## config.mk

```make
export PLATFORM = sky130hd
export DESIGN_NAME = lnb_front
export DESIGN_NICKNAME = d
export VERILOG_FILES = /design/src/rtl/lnb_pkg.sv /design/src/rtl/lnb_front.sv
export SDC_FILE = /design/constraint.sdc
export NUM_CORES = 1
export LEC_CHECK = 0
export BUFFER_PORTS_ARGS = -buffer_cell sky130_fd_sc_hd__buf_2
export CAP_MARGIN = 20
export CORE_UTILIZATION = 45
export CTS_BUF_LIST = sky130_fd_sc_hd__clkbuf_8 sky130_fd_sc_hd__clkbuf_16
export DETAILED_ROUTE_END_ITERATION = 6
export GPL_ROUTABILITY_DRIVEN = 1
export PLACE_DENSITY = 0.82
export SYNTH_ARGS = -nofsm -noshare
export SYNTH_HDL_FRONTEND = slang
export SYNTH_SLANG_ARGS = --single-unit
```

## constraint.sdc

```tcl
create_clock -name i_clk -period 2.8 [get_ports i_clk]
set_clock_uncertainty 0.05 [all_clocks]
set_input_delay 0.28 -clock i_clk [delete_from_list [all_inputs] [get_ports i_clk]]
set_output_delay 0.28 -clock i_clk [all_outputs]
set_load 0.02 [all_outputs]
```

## src/rtl/lnb_pkg.sv

```systemverilog
// ----------------------------------------------------------------------------
// Trailing-lines buffer package
// Shared widths, constants and word types for the trailing-lines buffer.
// ----------------------------------------------------------------------------
`default_nettype none

package lnb_pkg;

    localparam int BYTE_W = 8;
    localparam int LEN_W  = 8;   // stored line length
    localparam int SHOW_W = 8;   // lines_to_show register

    localparam int DEF_MAX_LINES = 128;
    localparam int DEF_LINE_LEN  = 128;

    localparam logic [BYTE_W-1:0] NEWLINE_BYTE = 8'd10;
    localparam logic [SHOW_W-1:0] DEFAULT_SHOW = 8'd10;

    // command word handed from the front queue to the engine
    typedef struct packed {
        logic              is_pull;
        logic [BYTE_W-1:0] data;
    } t_cmd;

    // result word
    typedef struct packed {
        logic [BYTE_W-1:0] out_byte;
        logic              has_byte;
        logic              last_byte;
    } t_res;

endpackage

`default_nettype wire

```

## src/rtl/lnb_front.sv

```systemverilog
// ----------------------------------------------------------------------------
// Trailing-lines buffer front end
// Accepts input words, decodes push/pull and queues them in a two-entry FIFO.
// ----------------------------------------------------------------------------
`default_nettype none

module lnb_front (
    input  wire logic          i_clk,
    input  wire logic          i_rst_n,
    input  wire logic          i_in_valid,
    output logic               o_in_ready,
    input  wire logic          i_opcode,
    input  wire logic [7:0]    i_data_byte,
    output logic               o_cmd_valid,
    input  wire logic          i_cmd_ready,
    output lnb_pkg::t_cmd      o_cmd
);
    import lnb_pkg::*;

    t_cmd       r_q [2];
    logic       r_wp, n_wp;
    logic       r_rp, n_rp;
    logic [1:0] r_cnt, n_cnt;
    logic       push, pop;
    t_cmd       in_cmd;

    assign o_in_ready  = (r_cnt != 2'd2);
    assign o_cmd_valid = (r_cnt != 2'd0);
    assign o_cmd       = r_q[r_rp];

    assign push = i_in_valid && o_in_ready;
    assign pop  = o_cmd_valid && i_cmd_ready;

    // classify: opcode 1 is a pull request, its data byte is don't-care
    always_comb begin
        in_cmd.is_pull = i_opcode;
        in_cmd.data    = i_data_byte;
    end

    always_comb begin
        n_wp  = push ? ~r_wp : r_wp;
        n_rp  = pop  ? ~r_rp : r_rp;
        n_cnt = r_cnt;
        if (push && !pop) begin
            n_cnt = r_cnt + 2'd1;
        end else if (pop && !push) begin
            n_cnt = r_cnt - 2'd1;
        end
    end

    always_ff @(posedge i_clk) begin
        if (!i_rst_n) begin
            r_wp  <= 1'b0;
            r_rp  <= 1'b0;
            r_cnt <= 2'd0;
        end else begin
            r_wp  <= n_wp;
            r_rp  <= n_rp;
            r_cnt <= n_cnt;
        end
    end

    always_ff @(posedge i_clk) begin
        if (push) begin
            r_q[r_wp] <= in_cmd;
        end
    end

endmodule

`default_nettype wire

```

# Word level (Yosys, flattened, before mapping)
# Memory sizes are Yosys's and may differ from the RTL's. A register that Yosys moved wholly into a read port is not among the register bits.
# Index checks and enable logic that the tools add are counted.
# totals
register_bits	4
ram_bits	18
input_bits	13
out_inout_bits	11
wordCells	23
n_memories	1
# mem_list
memory	words	width	read_ports	rd_ports_with_merged_regs	wr	line_no	text
r_q	2	9	1	1	1	lnb_front.sv:20	t_cmd r_q [2];
# op_classes
addsub	2
eq_ne	1
muxes	6
bitwise_logic	2
reduce_logical	8
# ops
cell	n
$logic_and A1 B1 Y1	4
$mux W1	4
$mux W2	2
$reduce_bool A2 Y1	2
$add A2 B1 Y2 const B	1
$logic_not A1 Y1	2
$ne A2 B2 Y1 const B	1
$not A1 Y1	2
$sub A2 B1 Y2 const B	1

# Logic depth before layout (Yosys ltp)
# logic_depth
ltp_word	6
depth_mapped	6
depth_no_buf	6

# Least setup slack after synthesis
# OpenSTA, ideal clock, no wires.
# synth_path
kind	reg-to-reg
startpoint	register r_cnt[0]
endpoint	register r_cnt[1]
setup_ns	0.070
arrival_time_ns	1.472
required_time_ns	2.680
setup_slack_ns	1.208
stages_incl_launch_ff	6
synth_period_minus_slack_ns	1.592
path_cell_list	dfxtp_1 nand2b_4 and2_1 ha_1 or3_1 a21oi_1
# synth_between
elab_chain_cells	5
elab_cells_between_ends	13
cone_classes	add/sub (2); eq/ne (1); mux (2); reduce/logical (8)
# synth_rtl
item	line_no	text
start: declaration	lnb_front.sv:23	logic [1:0] r_cnt, n_cnt;
start signal: assignment	lnb_front.sv:59	r_cnt <= n_cnt;
$ne A2 B2 Y1 *	lnb_front.sv:27	assign o_in_ready = (r_cnt != 2'd2);
net o_in_ready	lnb_front.sv:11	output logic o_in_ready,
$logic_and A1 B1 Y1 *	lnb_front.sv:31	assign push = i_in_valid && o_in_ready;
net push	lnb_front.sv:24	logic push, pop;
$logic_not A1 Y1	lnb_front.sv:46	end else if (pop && !push) begin
$logic_and A1 B1 Y1	lnb_front.sv:46	
$reduce_bool A2 Y1 (no source line)	n/a	
# The timed path passes the listed nets; every way through them passes the cells marked *. The select of a mux whose other input is x is not followed.
# A chain may end at the register's enable or synchronous reset.

==> reports/qor.csv <==
metric,value,unit
status,"complete, no violations",
grtUsageTotal,13.6,%
hp-class,in2reg,
root_buffer,clkbuf_8,
worstHoldStart,i_data_byte[7],
grt_pass1_wl,1840,um
cp_slowest_cell,dfxtp_1,
netlist_area,881,sq um
insertedDiodeCount,0,
gp_congestion,0.674,
path_delay_family,flip-flops,
crit_chain,"mux2_2, buf_2",
ff2ff_path_depth,5,
path_buf_inv,1,
slowest_delay,570,ps
cp_max_fo,9,
r2r-start,r_cnt[0],
setup_viol,0,
synth_cell_types,17,
core,1780,sq um
dr.pass1.iters,4,
worstSetupEndpointType,output pin,
insertion_delay,250,ps
path_class,reg2out,
drive_above_1_share,48.1,%
peakVddDrop,0.677,mV
clk_path_buf_depth,2,
cp.required,2470,ps
slew_headroom,72.0,%
syn-num-nets,67,
netlist_instances,53,
cap_violations,0,
cts_tree,built,
num_vias,505,
grt_start_max_net_pins,13,
grt_overflow,0,
min_period,1700,ps
cts_setup_buffers,0,
cp.arrival,1370,ps
synth_area_per_cell,16.6,sq um
yosysSeqAreaShare,72.7,%
areaGrowthSynthToFinish,21.2,%
die_h,46.2,um
viasPerCell,4.86,
wl_per_cell,12.6,um
ys_seq_elements,23,
initial_utilization,49.4,%
path_clk_slew,70,ps
fin_nets,94,
final_common_cell,buf_2,
cp.depth,2,
multi_input_area,228,sq um
start_kind,flip-flop,
dieArea,2140,sq um
final-seq-area,641,sq um
min_period_over_period,60.8,%
yosys_warnings,0,
power_density,908,nW/um^2
remaining_drc_errors,0,
drt_iter0_drc,5,
hold_violations,0,
holdPathStages,1,
fin_tns_setup,0,ps
fillers,150,
port_buffers,23,
htreeDepth,1,
antenna_left,0,
cts_num_sinks,23,
worstMarginPinSlew,421,ps
row_count,15,
wl,1310,um
cts_buffers,3,
rsz0062_at_grt,false,
top_level_ports,24,
timing.fmax,0.587,GHz
antenna_found_initial,0,
final_core_util,59.9,%
cts_resized,0,
grt_pass1_vias,426,
finalMaxSlewViolations,0,
p_leak,0.000429,uW
cts.hold.buffers_added,0,
fp.dieW,46.2,um
final_cell_mix,"23 x buf_2, 18 x edfxtp_1, 9 x mux2_2",
hpwl,973,um
-- report_power, final --
group	switching [uW]	leakage [uW]	internal (uW)
combinational	165	0.000193	139
sequential	45.6	0.000209	433
clock	89.5	0.0000269	97.3
-- final timing paths --
path | end | slack (ps)
hold / removal | r_q[0][7] | 170
hold reg to reg | flip-flop | 480
setup reg to reg | r_cnt[1] | 1170
setup / recovery | o_cmd[2] | 1100
-- cell usage after synthesis, drive strengths merged --
cell type,instances,area [sq um]
dfxtp,5,100
inv,2,7.51
nand2b,1,13.8
mux2,9,101
a21bo,1,10.0
a21oi,2,10.0
and2,1,6.26
or3,1,6.26
o21ai,2,10.0
nor2,3,11.3
nand3b,1,7.51
ha,1,12.5
or2,1,6.26
and3,1,6.26
xor2,3,26.3
edfxtp,18,541
buf,1,5.00
-- kinds of logic after synthesis --
logic type,Yosys count,share of synthesized area [%]
flip-flops,23,72.7
multiplexers,9,11.5
AND/OR/NAND/NOR,9,6.54
AO/OA/AOI/OAI,5,3.41
XOR/XNOR,3,2.98
buffers and inverters,3,1.42
adder cells (fa/ha/maj),1,1.42
-- final cells by class --
cell class / instances / area share, %
repair buffers: 23 / 10.8
multi-input cells: 27 / 21.3
well taps: 25 / 2.93
clock inverters: 1 / 0.352
inverters: 2 / 0.703
clock buffers: 3 / 3.87
flip-flops and latches: 23 / 60.0
-- state kept, by name (all words and copies together) (netlist names), named ones only --
register	count
r_rp	1
r_q	18
r_cnt	2
r_wp	1
-- layer usage --
| layer | share of wire [%] | routed length (um) | track usage [%] |
|---|---|---|---|
| met5 | 0 | 0 | 0 |
| met4 | 2.6 | 34 | 10.6 |
| met3 | 4.7 | 62 | 3.92 |
| met2 | 52 | 680 | 22.8 |
| met1 | 41 | 533 | 14.2 |
-- through the flow --
step                hold slack (ps)  std cells  power, uW  setup slack (ps)  instance area [sq um]
detailed placement              425        100        793              1180                   1020
global route                    155        104       1020              1050                   1070
floorplan                       329         53        706              1210                    881
CTS                             162        104        979              1100                   1070
finish                          166        104        970              1100                   1070
global placement                418        100        781              1230                   1020
Power figures use the tool's default switching activity.
